## config.mk

```make
export PLATFORM = sky130hd
export DESIGN_NAME = crc_div
export DESIGN_NICKNAME = d
export VERILOG_FILES = /design/src/design/crc_pkg.sv /design/src/design/crc_div.sv
export SDC_FILE = /design/constraint.sdc
export NUM_CORES = 2
export LEC_CHECK = 0
export BUFFER_PORTS_ARGS = -buffer_cell sky130_fd_sc_hd__buf_2
export CAP_MARGIN = 40
export CORE_ASPECT_RATIO = 0.75
export CORE_MARGIN = 3
export CORE_UTILIZATION = 35
export DETAILED_ROUTE_END_ITERATION = 8
export PLACE_DENSITY_LB_ADDON = 0.15
export SETUP_SLACK_MARGIN = 0.3
export SYNTH_ARGS = -nofsm -noshare
export SYNTH_HDL_FRONTEND = slang
export SYNTH_SLANG_ARGS = --single-unit
```

## constraint.sdc

```tcl
create_clock -name clk_i -period 3.5 [get_ports clk_i]
set_input_delay 0.525 -clock clk_i [delete_from_list [all_inputs] [get_ports clk_i]]
set_output_delay 0.525 -clock clk_i [all_outputs]
set_load 0.005 [all_outputs]
```

## src/design/crc_pkg.sv

```systemverilog
// Shared types and constants for the Catmull-Rom curve evaluator.
`timescale 1ns / 1ps
`default_nettype none
package crc_pkg;

  localparam int unsigned MaxPointsDef = 6;
  localparam int unsigned CntW = 3;          // point count register
  localparam int unsigned XW   = 16;         // x, unsigned Q1.15
  localparam int unsigned YW   = 16;         // y, signed Q4.11
  localparam int unsigned PtW  = 32;         // packed control point
  localparam int unsigned TW   = 17;         // t, unsigned Q1.16 in [0, 1]
  localparam int unsigned AW   = YW + 1;     // coefficient a
  localparam int unsigned CW   = YW + 4;     // coefficients b and c
  localparam int unsigned HW   = 24;         // Horner accumulator
  localparam int unsigned PW   = HW + TW + 1;// Horner product

  localparam int unsigned RegPointCount = 0; // registers 1..N are the points

  typedef struct packed {
    logic                 special;  // fewer than two points
    logic signed [YW-1:0] y_sp;     // result for the special case
    logic signed [AW-1:0] a;
    logic signed [CW-1:0] b;
    logic signed [CW-1:0] c;
    logic signed [YW-1:0] p1;
  } coef_t;

endpackage
`default_nettype wire

```

## src/design/crc_div.sv

```systemverilog
// Pipelined restoring divider for t = (num << 16) / span, one quotient bit per stage.
`timescale 1ns / 1ps
`default_nettype none
module crc_div (
  input  wire logic                   clk_i,
  input  wire logic                   rst_ni,
  input  wire logic                   en_i,
  input  wire logic                   valid_i,
  input  wire logic [crc_pkg::XW-1:0] num_i,
  input  wire logic [crc_pkg::XW-1:0] span_i,
  input  wire crc_pkg::coef_t         coef_i,
  output logic                        valid_o,
  output logic [crc_pkg::TW-1:0]      t_o,
  output crc_pkg::coef_t              coef_o
);
  import crc_pkg::*;

  logic          v_q [TW];
  logic [XW:0]   r_q [TW];
  logic [TW-1:0] q_q [TW];
  logic [XW-1:0] d_q [TW];
  coef_t         c_q [TW];

  for (genvar s = 0; s < TW; s++) begin : g_stage
    logic          v_in, ge;
    logic [XW:0]   r_in, r_out;
    logic [TW-1:0] q_in;
    logic [XW-1:0] d_in;
    coef_t         c_in;

    if (s == 0) begin : g_first
      assign v_in = valid_i;
      assign r_in = {1'b0, num_i};
      assign q_in = '0;
      assign d_in = span_i;
      assign c_in = coef_i;
    end else begin : g_next
      // remainder stays below the divisor, so the shift never overflows
      assign v_in = v_q[s-1];
      assign r_in = {r_q[s-1][XW-1:0], 1'b0};
      assign q_in = q_q[s-1];
      assign d_in = d_q[s-1];
      assign c_in = c_q[s-1];
    end

    assign ge    = (r_in >= {1'b0, d_in});
    assign r_out = ge ? (r_in - {1'b0, d_in}) : r_in;

    always_ff @(posedge clk_i or negedge rst_ni) begin
      if (!rst_ni) begin
        v_q[s] <= 1'b0;
      end else if (en_i) begin
        v_q[s] <= v_in;
      end
    end

    always_ff @(posedge clk_i) begin
      if (en_i) begin
        r_q[s] <= r_out;
        q_q[s] <= {q_in[TW-2:0], ge};
        d_q[s] <= d_in;
        c_q[s] <= c_in;
      end
    end
  end

  assign valid_o = v_q[TW-1];
  assign t_o     = q_q[TW-1];
  assign coef_o  = c_q[TW-1];

endmodule
`default_nettype wire

```

== Yosys cells after proc, flatten, opt, wreduce, memory -nomap -nowiden ==
Memories as Yosys holds them, arrays and structs flattened.
Cells that the tools add are included.
Widths: inputs -> output; s select.

* Register bits: 17
* RAM bits: 2380
* Bits of input ports: 126
* Output and inout port bits: 108
* Logic and storage cells: 74
* Memories: 4

* $add $sub $neg: 17
* $lt $le $gt $ge: 17
* Mux-type cells: 19

{| class="wikitable"
|+ Memories
! name !! words !! width !! rd ports !! clocked after memory_dff !! wr ports !! RTL line !! RTL
|-
| c_q || 17 || 90 || 17 || 0 || 17 || crc_div.sv:22 || <nowiki>coef_t c_q [TW];</nowiki>
|-
| q_q || 17 || 17 || 17 || 0 || 17 || crc_div.sv:20 || <nowiki>logic [TW-1:0] q_q [TW];</nowiki>
|-
| r_q || 17 || 17 || 16 || 0 || 17 || crc_div.sv:19 || <nowiki>logic [XW:0] r_q [TW];</nowiki>
|-
| d_q || 17 || 16 || 16 || 0 || 17 || crc_div.sv:21 || <nowiki>logic [XW-1:0] d_q [TW];</nowiki>
|}

{| class="wikitable"
|+ Operators with widths
! kind !! count
|-
| $mux 17 || 17
|-
| $ge 17x16->1 || 16
|-
| $sub 17x16->17 || 16
|-
| $sub 16x16->17 || 1
|-
| $ge 16x16->1 || 1
|-
| $mux 1 || 2
|}

== Depth between registers and ports, before layout ==
An unclocked memory read counts as a cell.

* Word-level depth: 3
* Depth in mapped cells: 12
* Mapped depth without buffers: 11

== Least setup slack after synthesis ==
OpenSTA, ideal clock, no wires.

* Path type: register to register
* From: memory d_q[10][1] (netlist: d_q[0][161])
* To: memory r_q[0][197] (netlist name), data pin
* Setup time: 0.260 ns
* Data arrival time: 2.516 ns
* Required time: 3.240 ns
* Path slack: 0.724 ns
* Cell stages (with the launch flop): 12
* Path buffers: 1
* Cells stage by stage: edfxtp_1 inv_1 ha_1 ha_1 o31a_1 o21ai_0 a21oi_1 o21bai_1 a21oi_1 nor3_2 buf_2 mux2_2

{| class="wikitable"
|+ RTL lines
! item !! RTL line
|-
| start, declared || crc_div.sv:21
|-
| end, declared || crc_div.sv:19
|}

==> impl_metrics.tcl <==
set metrics [dict create \
    start_kind "register" \
    cts_max_level 4 \
    met1_usage_pct 16.3 \
    yosysTopAreaCell "edfxtp_1" \
    maxSlewViolCount 0 \
    antenna_found_initial 1 \
    synthesis.nets 4937 \
    path_cells "inv_1 -> ha_1 -> nor2b_1 -> o31ai_1 -> a21oi_1 -> o311a_1 -> o41ai_4 -> mux2i_1 -> a21oi_1 -> a21o_1" \
    die_w_um 566 \
    ctsLongestPathBuffers 4 \
    grt.total_usage_pct 10.6 \
    gp_congestion 0.841 \
    p_leak_nw 35.3 \
    ys_seq_area_share_pct 80.6 \
    numCtsBuffers 224 \
    ys_top_cells_by_area "edfxtp_1 80%, ha_1 4.1%, mux2_2 1.7%, inv_1 1.5%, o21ai_0 1.1%" \
    drive_gt1_share_pct 15.4 \
    synth_top_area_share_pct 80.1 \
    post_drt_wl_per_cell_um 15.3 \
    initial_core_util_pct 35.3 \
    tightestPinTransition_ps 991 \
    dr.pass1.iters 5 \
    cts-root-buf "clkbuf_16" \
    grt_use_met2_pct 15.0 \
    fillers 20800 \
    viasPerCell 4.49 \
    drtAntennaViolNets 0 \
    cp_slowest_cell "edfxtp_1" \
    drc 0 \
    worst_setup_path_end_kind "register" \
    hp-class "in2async" \
    syn_inst 4524 \
    r2r_slack_ps 450 \
    relSlewSlack_pct 33.9 \
    num_io_pins 234 \
    routed_wl_um 129000 \
    clock-sinks 2212 \
    ys_async_sr_fraction_pct 0.769 \
    fin_crit_sh_pct 87.2 \
    cts_tree "yes" \
    fp.dieH_um 426 \
    port_buffers 233 \
    powerDensity_mw_per_mm2 765 \
    run_status "completed" \
    fmax_mhz 328 \
    cap_violations 0 \
    insertion_delay_ps 830 \
    rsz0062_at_grt "no" \
    path_clk_slew_ps 60 \
    areaGrowthSynthToFinish_pct 17.6 \
    finalHoldViolCount 0 \
    dr.first_iter.drc_count 2671 \
    rows 153 \
    grt_max_degree 105 \
    nNetsFinal 5589 \
    die-area_mm2 0.241 \
    slowest_delay_ps 400 \
    period_minus_slack_ps 3050 \
    synth_area_per_cell_um2 18.2 \
    top_usage_layer "met1" \
    synth-main-ff-cell "edfxtp_1" \
    coreArea_mm2 0.233 \
    ys_ff_latch 2212 \
    path_class "reg2reg" \
    register_area_mm2 0.0663 \
    cp_data_arrival_time_ps 3620 \
    finalSetupViolations 0 \
    gr-total-overflow 0 \
    multi_input_area_mm2 0.0146 \
    cp.required_ps 4070 \
    num_vias 37900 \
    dp_cells 7918 \
    synthDistinctLibCells 84 \
    crit_path_max_fanout 5 \
    grt_util_met3_pct 2.16 \
    ir_drop_v 0.000420 \
    yosys_warnings 0 \
    fin_cells 8450 \
    grt_pass1_wl_um 207000 \
    setup_tns_ps 0 \
    worst_clock_skew_ps 56.6 \
    crit_top_cell "a21oi_1" \
    place_hpwl_um 81300 \
    synth_area_mm2 0.0823 \
    first_global_vias 37500 \
    synth-edff-count 2195 \
]
area by class of cell:
class / instances / area share (%)
diodes: 1 / 0.00258
clock buffers: 271 / 6.04
clock inverters: 128 / 1.31
inverters: 333 / 1.29
multi-input cells: 1942 / 15.1
flip-flops and latches: 2212 / 68.5
well taps: 3100 / 4.01
repair buffers: 463 / 3.75
final timing paths:
check | to | startpoint | cells past startpoint
setup / recovery | r_q[0][167] | d_q[0][130] | 10
hold / removal | g_stage[12].v_in | rst_ni | 2
setup reg to reg | r_q[0][167] | d_q[0][130] | 10
hold reg to reg | c_q[1][521] | c_q[1][431] | 0
max in group asynchronous | g_stage[3].v_in | rst_ni | 2
min in group clk_i | c_q[0][291] | en_i | 2
sequential cells by signal, indices dropped and copies added, names as in the netlist:
register	cells
g_stage.v_in	16
c_q	1530
valid_o	1
d_q	256
q_q	153
r_q	256
cell usage after synthesis, types with 6 or more instances:
cell / count
nor2_1: 183
o211ai_1: 14
buf_6: 7
o41ai_1: 9
o21ai_1: 17
mux2i_1: 13
clkbuf_1: 16
nand4_1: 28
and4_1: 6
nand2_1: 171
a31oi_1: 17
or3_1: 26
o31a_1: 15
xor2_1: 80
fa_1: 16
o21ai_0: 183
inv_1: 332
a211o_1: 8
a211oi_1: 21
nor2b_1: 54
nor3_1: 48
a21o_1: 57
nand2b_1: 31
ha_1: 271
edfxtp_1: 2195
and3_1: 13
o21bai_1: 14
nor4_1: 8
nor3b_1: 7
a21boi_0: 11
and2_1: 9
xnor2_1: 97
dfrtp_1: 17
mux2_2: 125
buf_2: 12
or2_2: 8
mux2_4: 7
nand3_1: 36
o31ai_1: 15
a31o_2: 8
o21a_1: 49
o22ai_1: 8
a21oi_1: 170
cell families after synthesis:
logic type / synth area share, %
xor+xnor: 1.88
compound gates: 5.44
fa+ha+maj: 4.51
simple gates: 3.76
flops: 80.6
mux: 2.06
buf+inv: 1.77
metal layers:
| metal | up-vias | part of all wire, % |
|---|---|---|
| met5 | - | 0 |
| met4 | 0 | 2.7 |
| met3 | 269 | 4.7 |
| met2 | 680 | 41 |
| met1 | 18300 | 51 |
| li1 | 18700 | - |
stage by stage:
step	power, mW	area, um^2	setup slack, ps	utilization (%)	hold slack, ps
after detailed placement	51.0	88300	276	37.9	405
after global placement	50.7	88300	203	37.9	400
after floorplan	46.5	82300	724	-	229
after global routing	78.5	96800	311	41.6	134
after CTS	75.0	96700	341	41.5	68.2
final	74.0	96800	449	41.6	157
critical path, delay by kind of cell (launching register included):
kind | cells | cell delay (ps)
and+or+nand+nor | 1 | 170
buffers and inverters | 1 | 60
muxes | 1 | 240
adders and majority gates | 1 | 350
AOI/OAI and AO/OA | 6 | 1580
DFF | 1 | 400
cell usage in the layout, fill, tap and decap left out, types with 28 or more instances in the layout:
cell type / instances
edfxtp_1: 2195
nor2_1: 183
nand3_1: 36
nand2b_1: 31
inv_1: 332
buf_4: 72
clkbuf_16: 226
buf_12: 33
clkbuf_1: 43
clkinv_1: 54
o21ai_0: 180
ha_1: 271
dlygate4sd3_1: 124
clkinv_2: 30
nor2b_1: 54
xor2_1: 80
a21o_1: 57
buf_2: 232
mux2_2: 125
o21a_1: 49
xnor2_1: 97
nand4_1: 28
a21oi_1: 170
nor3_1: 47
nand2_1: 171
what timing repair did:
action	in CTS	in global routing
hold buffers	124	0
endpoints found under the setup margin	6	61
gates resized for setup	1	10
pin swaps	1	2
hold endpoints to repair	140	0
setup buffers	4	4
where the power goes:
part           internal (mW)  switching [mW]  leakage, nW
Combinational           7.36            8.55         10.1
Sequential              33.4            1.49         21.7
Clock                   13.5            9.69         3.47
Power figures use the tool's default switching activity.
