==> config.mk <==
export PLATFORM = sky130hd
export DESIGN_NAME = crc_hrn
export DESIGN_NICKNAME = d
export VERILOG_FILES = /design/src/design/crc_pkg.sv /design/src/design/crc_hrn.sv
export SDC_FILE = /design/constraint.sdc
export NUM_CORES = 2
export LEC_CHECK = 0
export BUFFER_PORTS_ARGS = -buffer_cell sky130_fd_sc_hd__buf_4
export CAP_MARGIN = 15
export CORE_MARGIN = 2
export CORE_UTILIZATION = 55
export CTS_BUF_LIST = sky130_fd_sc_hd__clkbuf_4
export DETAILED_ROUTE_END_ITERATION = 6
export PLACE_DENSITY = 0.78
export SETUP_SLACK_MARGIN = 0.02
export SLEW_MARGIN = 20
export SYNTH_ARGS = -nofsm -noshare
export SYNTH_HDL_FRONTEND = slang
export SYNTH_SLANG_ARGS = --single-unit
==> constraint.sdc <==
create_clock -name clk_i -period 13.3 [get_ports clk_i]
set_input_delay 0.665 -clock clk_i [delete_from_list [all_inputs] [get_ports clk_i]]
set_output_delay 0.665 -clock clk_i [all_outputs]
set_load 0.005 [all_outputs]
==> src/design/crc_pkg.sv <==
// Shared types and constants for the Catmull-Rom curve evaluator.
`timescale 1ns / 1ps
`default_nettype none
package crc_pkg;

  localparam int unsigned MaxPointsDef = 6;
  localparam int unsigned CntW = 3;          // point count register
  localparam int unsigned XW   = 16;         // x, unsigned Q1.15
  localparam int unsigned YW   = 16;         // y, signed Q4.11
  localparam int unsigned PtW  = 32;         // packed control point
  localparam int unsigned TW   = 17;         // t, unsigned Q1.16 in [0, 1]
  localparam int unsigned AW   = YW + 1;     // coefficient a
  localparam int unsigned CW   = YW + 4;     // coefficients b and c
  localparam int unsigned HW   = 24;         // Horner accumulator
  localparam int unsigned PW   = HW + TW + 1;// Horner product

  localparam int unsigned RegPointCount = 0; // registers 1..N are the points

  typedef struct packed {
    logic                 special;  // fewer than two points
    logic signed [YW-1:0] y_sp;     // result for the special case
    logic signed [AW-1:0] a;
    logic signed [CW-1:0] b;
    logic signed [CW-1:0] c;
    logic signed [YW-1:0] p1;
  } coef_t;

endpackage
`default_nettype wire

==> src/design/crc_hrn.sv <==
// Horner evaluation of the cubic: multiply and round-add stages, then saturate or pick the special-case result.
`timescale 1ns / 1ps
`default_nettype none
module crc_hrn (
  input  wire logic                   clk_i,
  input  wire logic                   rst_ni,
  input  wire logic                   en_i,
  input  wire logic                   valid_i,
  input  wire logic [crc_pkg::TW-1:0] t_i,
  input  wire crc_pkg::coef_t         coef_i,
  output logic                        valid_o,
  output logic signed [crc_pkg::YW-1:0] y_o
);
  import crc_pkg::*;

  localparam int unsigned Steps = 3;

  logic                 vm_q [Steps];
  logic                 va_q [Steps];
  logic signed [PW-1:0] pr_q [Steps];
  logic signed [HW-1:0] h_q  [Steps];
  coef_t                cm_q [Steps];
  coef_t                ca_q [Steps];
  logic [TW-1:0]        tm_q [Steps];
  logic [TW-1:0]        ta_q [Steps];

  for (genvar s = 0; s < Steps; s++) begin : g_step
    logic                 v_in;
    logic signed [HW-1:0] h_in, addend;
    logic [TW-1:0]        t_in;
    coef_t                c_in;
    logic signed [PW-1:0] prod, rnd;

    if (s == 0) begin : g_first
      assign v_in = valid_i;
      assign h_in = HW'(coef_i.c);
      assign t_in = t_i;
      assign c_in = coef_i;
    end else begin : g_next
      assign v_in = va_q[s-1];
      assign h_in = h_q[s-1];
      assign t_in = ta_q[s-1];
      assign c_in = ca_q[s-1];
    end

    if (s == 0) begin : g_add_b
      assign addend = HW'(cm_q[s].b);
    end else if (s == 1) begin : g_add_a
      assign addend = HW'(cm_q[s].a);
    end else begin : g_add_p1
      assign addend = HW'(cm_q[s].p1) <<< 1;
    end

    assign prod = PW'(h_in) * $signed({{(PW-TW){1'b0}}, t_in});
    // round half up, then floor shift by 16
    assign rnd  = pr_q[s] + (PW'(1) <<< 15);

    always_ff @(posedge clk_i or negedge rst_ni) begin
      if (!rst_ni) begin
        vm_q[s] <= 1'b0;
        va_q[s] <= 1'b0;
      end else if (en_i) begin
        vm_q[s] <= v_in;
        va_q[s] <= vm_q[s];
      end
    end

    always_ff @(posedge clk_i) begin
      if (en_i) begin
        pr_q[s] <= prod;
        cm_q[s] <= c_in;
        tm_q[s] <= t_in;
        h_q[s]  <= rnd[HW+15:16] + addend;
        ca_q[s] <= cm_q[s];
        ta_q[s] <= tm_q[s];
      end
    end
  end

  logic signed [HW-1:0] hr;

  always_comb begin
    hr = (h_q[Steps-1] + HW'(1)) >>> 1;
    if (ca_q[Steps-1].special) y_o = ca_q[Steps-1].y_sp;
    else if (hr > HW'(32767)) y_o = 16'sh7fff;
    else if (hr < -HW'(32768)) y_o = 16'sh8000;
    else y_o = hr[YW-1:0];
  end

  assign valid_o = va_q[Steps-1];

endmodule
`default_nettype wire

---- After elaboration in Yosys (flattened, before gate mapping) ----
Memories as Yosys holds them, arrays and structs flattened.
Cells that the tools add are included.
word-level totals
  RAM bits ................................ 840
  memories ................................ 6
  input port bits ......................... 111
  output and inout port bits .............. 17
  word-level logic and storage cells ...... 29
  flip-flop bits (word level) ............. 6
operators by class
  muxes and demuxes ....................... 5
  add/sub/neg operators ................... 7
  $mul .................................... 3
  order comparisons ....................... 2
memories
  memory  words  width  read ports  clocked after Yosys merged registers in  write ports  RTL line       source
  ca_q    3      90     3           0                                        3            crc_hrn.sv:23  coef_t ca_q [Steps];
  cm_q    3      90     3           0                                        3            crc_hrn.sv:22  coef_t cm_q [Steps];
  pr_q    3      42     3           0                                        3            crc_hrn.sv:20  logic signed [PW-1:0] pr_q [Steps];
  h_q     3      24     3           0                                        3            crc_hrn.sv:21  logic signed [HW-1:0] h_q [Steps];
  ta_q    3      17     2           0                                        3            crc_hrn.sv:25  logic [TW-1:0] ta_q [Steps];
  tm_q    3      17     3           0                                        3            crc_hrn.sv:24  logic [TW-1:0] tm_q [Steps];
operator list
  operator                count
  $add 40x17->40 const B  3
  $mul 24x18->42          2
  $add 24x24->24          3
  $mux 16                 3
  $mul 20x18->38          1
  $add 24x2->24 const B   1
  $gt 23x16->1 const B    1
  $lt 23x16->1 const B    1
  $mux 1                  2

---- Depth between registers and ports, before layout ----
An unclocked memory read counts as a cell.
  depth after elaboration ................. 6
  mapped depth ............................ 25
  mapped depth without buffers ............ 24

---- Worst setup path before layout ----
No wires, ideal clock.
  path kind ............................... input to register
  start point ............................. input coef_i[35] (netlist name)
  end point ............................... memory pr_q[0][41] (netlist name) (data pin)
  library setup time ...................... 0.260 ns
  required time ........................... 13.040 ns
  buffers on the path ..................... 1
  stages .................................. 21
  arrival time ............................ 6.086 ns
  slack ................................... 6.954 ns
  path through ............................ clkbuf_1 -> nand2_1 -> inv_1 -> fa_1 -> fa_1 -> fa_1 -> fa_1 -> fa_1 -> inv_1 -> fa_1 -> inv_1 -> ha_1 -> a21o_1 -> a21o_1 -> a21oi_1 -> o21ai_0 -> a31oi_1 -> o31ai_1 -> a21o_1 -> a21oi_1 -> xnor2_1
RTL lines
  what         RTL line       source
  from (decl)  crc_hrn.sv:10  input wire crc_pkg::coef_t coef_i,
  to (decl)    crc_hrn.sv:20

==> results.md <==
* TritonCTS clock tree: yes
* Syn Nets at 7172
* Top FF cell, synth: edfxtp_1
* Num CTS Buffers at 134
* Reg2Reg Depth at 20
* Yosys cell types at 74
* Yosys warning count at 0
* Clock net sink count at 472
* Final setup violation count at 0
* Antenna violations before repair at 2
* Reg2Reg Setup Slack at 6230 ps
* Tmin final at 7070 ps
* DRT antenna net count at 0
* Unrepaired setup endpoints after global routing: false
* Global-route usage over all layers at 0.247
* Max clock buf depth at 3
* RR Startpoint: ta_q[0][29]
* Port Buf Inserts at 127
* WP data arrival at 7810 ps
* Filler Cells Inserted at 8354
* Clock slew at reported path FFs at 60 ps
* Site row count at 119
* Die Span X at 331 um
* Total grt overflow at 0
* Area of the multi-input gates at 38900 um^2
* H-tree levels at 4
* Avg Synthesized Cell Area at 10.5 um^2
* Register area share after synthesis at 0.241
* Setup Skew at 112 ps
* Vias in the first global route at 42.6k
* Count of flip-flops with a built-in enable after synthesis at 466
* Die Area at 109000 um^2
* Worst Hold Path EP: tm_q[0][16]
* Busiest layer in global routing: met2
* CORE AREA at 106000 um^2
* Critical R2R Capture: pr_q[0][117]
* GPL Wtd Cong at 0.897
* Cell Area, Synth at 58700 um^2
* Crit Path Max Fanout at 24
* Nets at 7360
* Critical path startpoint category: register
* CTS Root Cell: clkbuf_4
* Max-slew headroom at 0.278
* Largest net degree at the start of global routing at 101
* Worst Hold Path Cells at 1
* Ports at 128
* DRT iter0 DRCs at 2530
* Min-delay worst type: primary input to register
* Drt pass-1 iters at 6
* Fmax at 141 MHz
* Wire length of the first global-routing pass at 212000 um
* Transition time of the tightest slew-check pin at 1080 ps
* Total number of vias at 38.6k
* Starting Density at 0.556
* Grt met2 use at 0.433
* Hold Vio Cnt, Final at 0
* GR Util met1 at 0.306
* HPWL after DPL at 99500 um
* Wire length per cell at 17.5 um
* Met3 usage at 0.0399
* Outcome: complete, no violations
* CP endpoint kind: register
* Die H at 331 um
* Most common cell after layout, fill and taps aside: inv_1
* Layout cells sized above 1 at 0.0669
* Ys async rst share at 0.0127
* Synthesis-stage register bit count at 472
* Routed WL at 127000 um
* Pins Over Slew Limit at 0
* Vias per cell at 5.30
* FF/Latch Area at 14100 um^2
* Worst-Skew Late Latency at 1060 ps
* Number of max-cap violations at 0
* Most frequent cells in the layout: inv_1 (1326), fa_1 (1116), nand2_1 (709), and2_1 (522), edfxtp_1 (466)
* Crit share post-route at 0.532
* Hold_sp: t_i[16]
* CP Data Required Time at 14040 ps
* Crit path kind: register to register
* Remaining DRCs at 0
* Setup_tns at 0 ps
* Synth Instances at 5594
* Synth-to-Final Area Change at 8.07%
cells by family (layout without fill, tap and decap cells):
| group | Yosys count | count (layout) | synth area share |
|---|---|---|---|
| xor+xnor | 241 | 241 | 0.0359 |
| buf+inv | 1503 | 1795 | 0.0962 |
| flops | 472 | 472 | 0.241 |
| mux | 7 | 7 | 0.00134 |
| simple gates | 1528 | 1528 | 0.127 |
| fa+ha+maj | 1467 | 1467 | 0.455 |
| other cells | 0 | 5 | 0 |
| compound gates | 376 | 376 | 0.0435 |
how the worst max path moves through the flow:
stage | slack (ps) | end | from | depth (start not counted)
after global routing | 5890 | pr_q[0][81] | ta_q[0][3] | 20
final | 6230 | pr_q[0][117] | ta_q[0][29] | 20
after CTS | 6280 | pr_q[0][117] | ta_q[0][26] | 20
after detailed placement | 6310 | pr_q[0][117] | ta_q[0][26] | 20
after floorplan | 6950 | pr_q[0][41] | coef_i[35] | 21
after global placement | 6460 | pr_q[0][112] | ta_q[0][26] | 22
final cells by class:
class / count / share of cell area
Timing Repair Buffer: 229 / 0.0307
Inverter: 1326 / 0.0784
Tap cell: 1391 / 0.0274
Clock inverter: 52 / 0.00473
Antenna cell: 5 / 0.000197
Multi-Input combinational cell: 3619 / 0.613
Clock buffer: 188 / 0.0222
Sequential cell: 472 / 0.223
cells in the mapped netlist, drive strengths merged, types with 3 or more instances:
| library cell | instances | area [um^2] |
|---|---|---|
| a211oi | 27 | 223 |
| a21boi | 4 | 30.0 |
| a21o | 41 | 308 |
| a21oi | 101 | 524 |
| a221o | 14 | 140 |
| a2bb2oi | 3 | 26.3 |
| a31o | 5 | 43.8 |
| a31oi | 13 | 81.3 |
| and2 | 523 | 3270 |
| and3 | 34 | 213 |
| and4 | 12 | 105 |
| buf | 6 | 32.5 |
| clkbuf | 171 | 642 |
| dfrtp | 6 | 150 |
| edfxtp | 466 | 14000 |
| fa | 1116 | 22300 |
| ha | 351 | 4390 |
| inv | 1326 | 4980 |
| mux2 | 7 | 78.8 |
| nand2 | 709 | 2660 |
| nand2b | 11 | 68.8 |
| nand3 | 53 | 265 |
| nand4 | 17 | 106 |
| nor2 | 109 | 412 |
| nor2b | 13 | 81.3 |
| nor3 | 27 | 140 |
| nor4 | 5 | 31.3 |
| o2111a | 3 | 33.8 |
| o211ai | 10 | 93.8 |
| o21a | 29 | 218 |
| o21ai | 71 | 359 |
| o21ba | 3 | 30.0 |
| o21bai | 13 | 101 |
| o22ai | 5 | 31.3 |
| o31a | 5 | 43.8 |
| o31ai | 8 | 65.1 |
| o41ai | 3 | 33.8 |
| or2 | 7 | 43.8 |
| or3 | 4 | 25.0 |
| xnor2 | 165 | 1450 |
| xor2 | 76 | 666 |
what timing repair did:
action,4_1_cts,5_1_grt
gates resized for setup,0,0
setup buffers,0,0
hold buffers,88,0
endpoints found under the setup margin,0,0
endpoints found under the hold margin,92,0
registers in the layout, indices dropped and copies added (netlist names):
signal,cells
g_step.v_in,2
cm_q,153
tm_q,34
h_q,72
pr_q,73
ta_q,34
ca_q,100
vm_q,3
valid_o,1
layer usage:
metal / vias to the layer above / routed length, um
met5: - / 0
met1: 19410 / 49600
met2: 1443 / 65200
met3: 350 / 8380
li1: 17409 / -
met4: 0 / 4260
metrics by stage:
step / util / worst slack (ps) / hold WS [ps] / area [um^2] / cells
6_report: 0.601 / 6230 / 123 / 63500 / 7282
2_1_floorplan: - / 6950 / 369 / 58700 / 5594
5_1_grt: 0.601 / 5890 / 36.7 / 63500 / 7282
3_5_place_dp: 0.577 / 6310 / 405 / 60900 / 6949
4_1_cts: 0.601 / 6280 / 2.90 / 63500 / 7277
3_3_place_gp: 0.577 / 6460 / 401 / 60900 / 6949
worst max-delay path: stages, from the launching register on:
cell	delay, ps
edfxtp_1	1020
nand2_1	220
fa_1	590
inv_1	60
fa_1	570
fa_1	430
fa_1	410
fa_1	540
inv_1	60
fa_1	480
inv_1	40
ha_1	320
a21oi_1	180
o21ai_1	80
a2111oi_0	590
o21ai_0	280
o211ai_4	310
o21bai_2	140
a21oi_2	190
o21bai_1	90
xor2_1	150
Power is not shown: default switching activity piles up to over one toggle a cycle in this logic, so the estimate is an artifact.
