## src/design/crc_pkg.sv

```systemverilog
// Shared types and constants for the Catmull-Rom curve evaluator.
`timescale 1ns / 1ps
`default_nettype none
package crc_pkg;

  localparam int unsigned MaxPointsDef = 6;
  localparam int unsigned CntW = 3;          // point count register
  localparam int unsigned XW   = 16;         // x, unsigned Q1.15
  localparam int unsigned YW   = 16;         // y, signed Q4.11
  localparam int unsigned PtW  = 32;         // packed control point
  localparam int unsigned TW   = 17;         // t, unsigned Q1.16 in [0, 1]
  localparam int unsigned AW   = YW + 1;     // coefficient a
  localparam int unsigned CW   = YW + 4;     // coefficients b and c
  localparam int unsigned HW   = 24;         // Horner accumulator
  localparam int unsigned PW   = HW + TW + 1;// Horner product

  localparam int unsigned RegPointCount = 0; // registers 1..N are the points

  typedef struct packed {
    logic                 special;  // fewer than two points
    logic signed [YW-1:0] y_sp;     // result for the special case
    logic signed [AW-1:0] a;
    logic signed [CW-1:0] b;
    logic signed [CW-1:0] c;
    logic signed [YW-1:0] p1;
  } coef_t;

endpackage
`default_nettype wire

```

## src/design/crc_seg.sv

```systemverilog
// Segment search, clamp and cubic coefficient setup (two register stages).
`timescale 1ns / 1ps
`default_nettype none
module crc_seg #(
  parameter int unsigned MaxPoints = crc_pkg::MaxPointsDef
) (
  input  wire logic                      clk_i,
  input  wire logic                      rst_ni,
  input  wire logic                      en_i,
  input  wire logic                      valid_i,
  input  wire logic [crc_pkg::XW-1:0]    x_i,
  input  wire logic [crc_pkg::CntW-1:0]  count_i,
  input  wire logic [crc_pkg::PtW-1:0]   points_i [MaxPoints],
  output logic                           valid_o,
  output logic [crc_pkg::XW-1:0]         num_o,
  output logic [crc_pkg::XW-1:0]         span_o,
  output crc_pkg::coef_t                 coef_o
);
  import crc_pkg::*;

  localparam int unsigned IdxW = $clog2(MaxPoints);

  // stage A: clamp and search
  logic [CntW-1:0] n;
  logic [XW-1:0]   lo, hi, xc;
  logic [IdxW-1:0] seg_i;
  logic            go;

  logic            va_q;
  logic [XW-1:0]   xc_q;
  logic [IdxW-1:0] i_q;
  logic [CntW-1:0] n_q;

  always_comb begin
    n = (count_i > CntW'(MaxPoints)) ? CntW'(MaxPoints) : count_i;
    lo = points_i[0][PtW-1:YW];
    hi = lo;
    for (int k = 0; k < MaxPoints; k++) begin
      if (CntW'(k + 1) == n) hi = points_i[k][PtW-1:YW];
    end
    if (x_i < lo) xc = lo;
    else if (x_i > hi) xc = hi;
    else xc = x_i;
    seg_i = '0;
    go = 1'b1;
    for (int k = 1; k < MaxPoints - 1; k++) begin
      if (go && (CntW'(k + 1) < n) && (xc > points_i[k][PtW-1:YW])) begin
        seg_i = IdxW'(k);
      end else begin
        go = 1'b0;
      end
    end
  end

  always_ff @(posedge clk_i or negedge rst_ni) begin
    if (!rst_ni) begin
      va_q <= 1'b0;
    end else if (en_i) begin
      va_q <= valid_i;
    end
  end

  always_ff @(posedge clk_i) begin
    if (en_i) begin
      xc_q <= xc;
      i_q  <= seg_i;
      n_q  <= n;
    end
  end

  // stage B: pick points, span and coefficients
  logic [XW-1:0]        x1, x2;
  logic signed [YW-1:0] p0, p1, p2, p3, y0;
  logic signed [XW:0]   span_s, num_s;
  logic [XW-1:0]        num_d, span_d;
  logic signed [CW-1:0] e0, e1, e2, e3;
  coef_t                coef_d;

  always_comb begin
    x1 = '0; x2 = '0; p1 = '0; p2 = '0; p0 = '0; p3 = '0;
    for (int k = 0; k < MaxPoints; k++) begin
      if (int'(i_q) == k) begin
        x1 = points_i[k][PtW-1:YW];
        p1 = $signed(points_i[k][YW-1:0]);
      end
      if (int'(i_q) + 1 == k) begin
        x2 = points_i[k][PtW-1:YW];
        p2 = $signed(points_i[k][YW-1:0]);
      end
    end
    p0 = p1;
    p3 = p2;
    for (int k = 0; k < MaxPoints; k++) begin
      if (int'(i_q) == k + 1) p0 = $signed(points_i[k][YW-1:0]);
      if ((int'(i_q) + 2 == k) && (int'(i_q) + 2 < int'(n_q))) begin
        p3 = $signed(points_i[k][YW-1:0]);
      end
    end
    y0 = $signed(points_i[0][YW-1:0]);

    span_s = $signed({1'b0, x2}) - $signed({1'b0, x1});
    num_s  = $signed({1'b0, xc_q}) - $signed({1'b0, x1});
    if (span_s > 0) begin
      span_d = span_s[XW-1:0];
      if (num_s < 0) num_d = '0;
      else if (num_s > span_s) num_d = span_s[XW-1:0];
      else num_d = num_s[XW-1:0];
    end else begin
      // zero or negative span: force t to zero
      span_d = XW'(1);
      num_d  = '0;
    end

    e0 = CW'(p0);
    e1 = CW'(p1);
    e2 = CW'(p2);
    e3 = CW'(p3);
    coef_d.special = (n_q < CntW'(2));
    coef_d.y_sp    = (n_q == '0) ? '0 : y0;
    coef_d.a       = AW'(p2) - AW'(p0);
    coef_d.b       = (e0 <<< 1) - (e1 <<< 2) - e1 + (e2 <<< 2) - e3;
    coef_d.c       = (e1 <<< 1) + e1 - (e2 <<< 1) - e2 + e3 - e0;
    coef_d.p1      = p1;
  end

  always_ff @(posedge clk_i or negedge rst_ni) begin
    if (!rst_ni) begin
      valid_o <= 1'b0;
    end else if (en_i) begin
      valid_o <= va_q;
    end
  end

  always_ff @(posedge clk_i) begin
    if (en_i) begin
      num_o  <= num_d;
      span_o <= span_d;
      coef_o <= coef_d;
    end
  end

endmodule
`default_nettype wire

```

## config.mk

```make
export PLATFORM = sky130hd
export DESIGN_NAME = crc_seg
export DESIGN_NICKNAME = d
export VERILOG_FILES = /design/src/design/crc_pkg.sv /design/src/design/crc_seg.sv
export SDC_FILE = /design/constraint.sdc
export NUM_CORES = 1
export LEC_CHECK = 0
export BUFFER_PORTS_ARGS = -buffer_cell sky130_fd_sc_hd__buf_2
export CELL_PAD_IN_SITES_DETAIL_PLACEMENT = 1
export CELL_PAD_IN_SITES_GLOBAL_PLACEMENT = 1
export CORE_MARGIN = 2
export CORE_UTILIZATION = 48
export CTS_BUF_LIST = sky130_fd_sc_hd__clkbuf_8
export DETAILED_ROUTE_END_ITERATION = 12
export PLACE_DENSITY = 0.95
export SLEW_MARGIN = 10
export SYNTH_ARGS = -nofsm -noshare
export SYNTH_HDL_FRONTEND = slang
export SYNTH_SLANG_ARGS = --single-unit
export TNS_END_PERCENT = 100
```

## constraint.sdc

```tcl
create_clock -name clk_i -period 18.5 [get_ports clk_i]
set_input_delay 0.925 -clock clk_i [delete_from_list [all_inputs] [get_ports clk_i]]
set_output_delay 0.925 -clock clk_i [all_outputs]
set_load 0.05 [all_outputs]
```

Word level (Yosys, flattened, before mapping)
Index checks and enable logic that the tools add are counted.
{"block": "totals", "romBits": 0, "latch_bits": 0, "output_inout_bits": 123, "ram_bits": 0, "n_memories": 0, "ff_bits": 146}
{"block": "op_classes", "div_mod_pow": 0, "n_eq_ne": 21, "n_shift": 0, "n_addsub": 14, "n_mul": 0, "n_bitwise": 1, "n_mux": 51, "order_cmp": 16, "reduce_logical": 18}
{"op": "16-bit 2-to-1 mux", "n": 44}
{"op": "32-bit by 3-bit == test with 1-bit output, second input constant", "n": 4}
{"op": "32-bit by 4-bit == test with 1-bit output, second input constant", "n": 3}
{"op": "16-bit greater-than comparator", "n": 5}
{"op": "32-bit by 2-bit == test with 1-bit output, second input constant", "n": 2}
{"op": "32-bit logical NOT", "n": 2}
{"op": "16-bit by 16-bit subtractor with 17-bit output", "n": 3}
{"op": "19-bit by 16-bit subtractor with 20-bit output", "n": 2}
{"op": "20-bit by 16-bit subtractor with 20-bit output", "n": 2}
{"op": "20-bit by 16-bit adder with 20-bit output", "n": 1}
{"op": "20-bit by 18-bit adder with 20-bit output", "n": 1}
{"op": "17-bit by 18-bit subtractor with 19-bit output", "n": 1}
{"op": "18-bit by 17-bit subtractor with 19-bit output", "n": 1}
{"op": "17-bit by 16-bit adder with 18-bit output", "n": 1}
{"op": "17-bit by 1-bit greater-than comparator with 1-bit output, second input constant", "n": 1}
{"op": "17-bit greater-than comparator", "n": 1}
{"op": "17-bit by 1-bit < comparator with 1-bit output, second input constant", "n": 1}
{"op": "16-bit < comparator", "n": 1}
{"op": "1-bit logical AND", "n": 13}
{"op": "3-bit == test, second input constant", "n": 4}
{"op": "3-bit == test, first input constant", "n": 3}
{"op": "3-bit 2-to-1 mux", "n": 3}
{"op": "2-bit by 3-bit == test with 1-bit output, first input constant", "n": 2}
{"op": "3-bit by 2-bit == test with 1-bit output, second input constant", "n": 2}
{"op": "12 further kinds", "n": 18}

Longest topological paths before layout
{"block": "logic_depth", "word_depth": 22, "depth_mapped": 31, "mapped_depth_nobuf": 28}

Least setup slack after synthesis
OpenSTA, ideal clock, no wires.
{"block": "synth_timing", "path_type": "register to register", "startpoint": "register i_q[1]", "endpoint": "register coef_o[35] (netlist bit), data pin", "arrival_ns": 6.441, "path_buffers": 2, "setup_slack_ns": 11.791, "setup_ns": 0.268, "path_stages_with_launch": 29, "period_less_slack_ns": 6.709, "path_cell_list": "edfxtp_1 buf_4 nand2_1 inv_1 ha_1 nor2_1 clkbuf_1 a221oi_1 o31ai_1 nor2_1 a2111oi_0 a211oi_1 nor3_1 a21oi_1 fa_1 inv_1 fa_1 inv_1 fa_1 ha_1 nor2b_1 o2111ai_1 nand3_1 a31oi_1 a2111oi_0 o21a_1 o21a_1 o41ai_1 xnor2_1"}
{"item": "start, declared", "line": "crc_seg.sv:31", "text": "logic [IdxW-1:0] i_q;"}
{"item": "start signal, assigned", "line": "crc_seg.sv:66", "text": "i_q <= seg_i;"}
{"item": "end signal, assigned", "line": "crc_seg.sv:138", "text": "coef_o <= coef_d;"}
{"item": "end, declared", "line": "crc_seg.sv:17", "text": "output crc_pkg::coef_t coef_o"}

==> summary.txt <==
DRT iter0 DRCs -> 1867
CTS tree -> built
Tot GR Track Use -> 0.379
Post-synthesis sequential area ratio -> 0.219
Die Footprint -> 43200 um2
Setup bufs post-CTS -> 0
Drc violations -> 0
Ys async rst share -> 0.0137
WP data required -> 18820 ps
CTS root buffer -> clkbuf_8
Post-Syn Area -> 19900 um2
Final TNS setup -> 0 ps
Htree depth -> 4
Fin nets -> 3123
RD Place Congestion -> 1.02
Via count -> 20.2k
Fin crit share -> 0.501
Synth top area cells -> edfxtp_1 (22%), ha_1 (13%), fa_1 (12%)
Startpoint types -> register
Synth Register Bits -> 146
Clk_skew -> 16.9 ps
Hold Buf Count CTS -> 0
Skew-Pair Late Insertion Delay -> 580 ps
Largest net degree at the start of global routing -> 81
Number of global-route vias before repair -> 21.5k
Post-DRT Antenna Nets -> 0
First-pass GRT wire length -> 126000 um
Final Max Tran Viols -> 0
HP Class -> in -> async
Layout cells sized above 1 -> 0.179
Syn Area/Cell -> 8.66 um2
Core Region -> 40900 um2
I/O Pins -> 338
Critical R2R Launch -> i_q[1]
Post-CTS sizing -> 0
IO buf count -> 337
Status -> complete, no violations
Synth area leader -> edfxtp_1
Clk buf depth -> 2
Remaining global-route overflow -> 0
Number of vias per cell -> 6.45
Worst path slowest cell -> o31ai_1
MaxCap Viol Count -> 0
Fmax -> 0.108 GHz
Avg WL per Cell -> 26.3 um
Critical-path maximum fanout -> 50
Initial core utilization -> 0.487
Die W -> 208 um
Final Hold Viols -> 0
DP HPWL -> 65200 um
Area Growth Syn to Fin -> 13.4%
Final min period -> 9270 ps
Slew @ Worst Pin -> 1180 ps
Cell row count -> 74
Sink Count -> 146
Syn_nets -> 2842
Worst path bufs/invs -> 4
CP delay by family, top -> compound AO/OA/AOI/OAI gates
Routed WL -> 82500 um
YS warnings -> 0
WP data arrival -> 9590 ps
CP Class -> reg -> reg
EDFF count, synth -> 144
Synth top area share -> 0.217
Initial antenna violation count -> 9
Drt first pass iters -> 6
R2R Path End -> coef_o[35]
RSZ-0062 raised after global routing -> no
Setup crit end kind -> register
CP max stage delay -> 870 ps
Reg2reg path depth -> 26
Die H -> 208 um
CTS buffer count -> 17
Most common flop cell mapped by yosys -> edfxtp_1
Setup violators final -> 0
Post-Syn Instances -> 2301
Post-synth cell types -> 78
Max-slew headroom -> 0.210
Flop-to-flop setup slack -> 9230 ps
Clock transition at the registers of the reported paths -> 100 ps
[sequential cells by signal (all words and copies together), names as in the netlist]
register  count
span_o       16
valid_o       1
num_o        16
coef_o       90
n_q           3
i_q           3
va_q          1
xc_q         16
[cells in the final DEF, fill, tap and decap left out, drive strengths merged, types with 39 or more instances in the layout]
cell / n
a211oi: 60
a21o: 39
a21oi: 161
a22oi: 77
buf: 374
edfxtp: 144
fa: 118
ha: 208
inv: 321
mux2i: 125
nand2: 126
nand3: 43
nor2: 186
nor3: 42
o21ai: 89
o31ai: 42
xnor2: 47
[area by class of cell]
class                      count  area, um2
sequential                   146       4370
inverter                     312       1170
tap                          532        666
antenna                        8       20.0
multi-input combinational   1731      14000
clock buffer                  17        234
timing repair buffer         374       1970
fill                        4993      18300
clock inverter                15        186
[metal layers]
layer,up-vias,global-route usage,share of wire
met2,1082,0.652,0.49
met1,10000,0.453,0.38
met4,4,0.186,0.049
met5,-,0,0.00029
li1,8856,-,-
met3,272,0.0717,0.080
[cell usage after synthesis, drive strengths merged (12+ instances only)]
cell     count
a221oi      32
nor2       186
fa         118
edfxtp     144
mux2i      125
nor3        42
nand2b      13
o22ai       17
buf         16
a21oi      161
a22oi       77
or2         19
nand2      126
o21ai       89
a31oi       37
a2111oi     18
a211oi      60
ha         208
nor2b       37
o21a        25
o31ai       42
a21o        39
xor2        18
and2        12
clkbuf      96
or3         14
inv        312
nand3       43
nand4       25
xnor2       47
[worst max-delay path by stage]
| stage | startpoint | endpoint | depth (start not counted) |
|---|---|---|---|
| global placement | i_q[1] | coef_o[35] | 26 |
| finish | i_q[1] | coef_o[35] | 26 |
| detailed placement | i_q[1] | coef_o[35] | 26 |
| CTS | i_q[1] | coef_o[35] | 26 |
| global route | i_q[1] | coef_o[35] | 26 |
| floorplan | i_q[1] | coef_o[35] | 28 |
[cell families (layout without fill, tap and decap cells)]
| family | Yosys count | after routing | share of synthesized area |
|---|---|---|---|
| mux | 131 | 131 | 0.0667 |
| buf+inv | 424 | 718 | 0.0817 |
| xor+xnor | 65 | 65 | 0.0286 |
| other cells | 0 | 8 | 0 |
| simple gates | 548 | 548 | 0.130 |
| fa+ha+maj | 326 | 326 | 0.249 |
| flops | 146 | 146 | 0.219 |
| compound gates | 661 | 661 | 0.225 |
[metrics by stage]
| stage | instances | utilization | worst slack [ps] | area, um2 | hold slack [ps] |
|---|---|---|---|---|---|
| after CTS | 3127 | 0.552 | 9420 | 22600 | 75.0 |
| final | 3135 | 0.552 | 9230 | 22600 | 113 |
| after global placement | 3095 | 0.542 | 9990 | 22200 | 484 |
| after floorplan | 2301 | - | 11790 | 19900 | 475 |
| after detailed placement | 3095 | 0.542 | 9470 | 22200 | 497 |
| after global routing | 3132 | 0.552 | 8730 | 22600 | 73.6 |
Power is left out: the tool's default activity adds up to more than one toggle a clock period on the data nets, which glitch-free logic cannot reach.
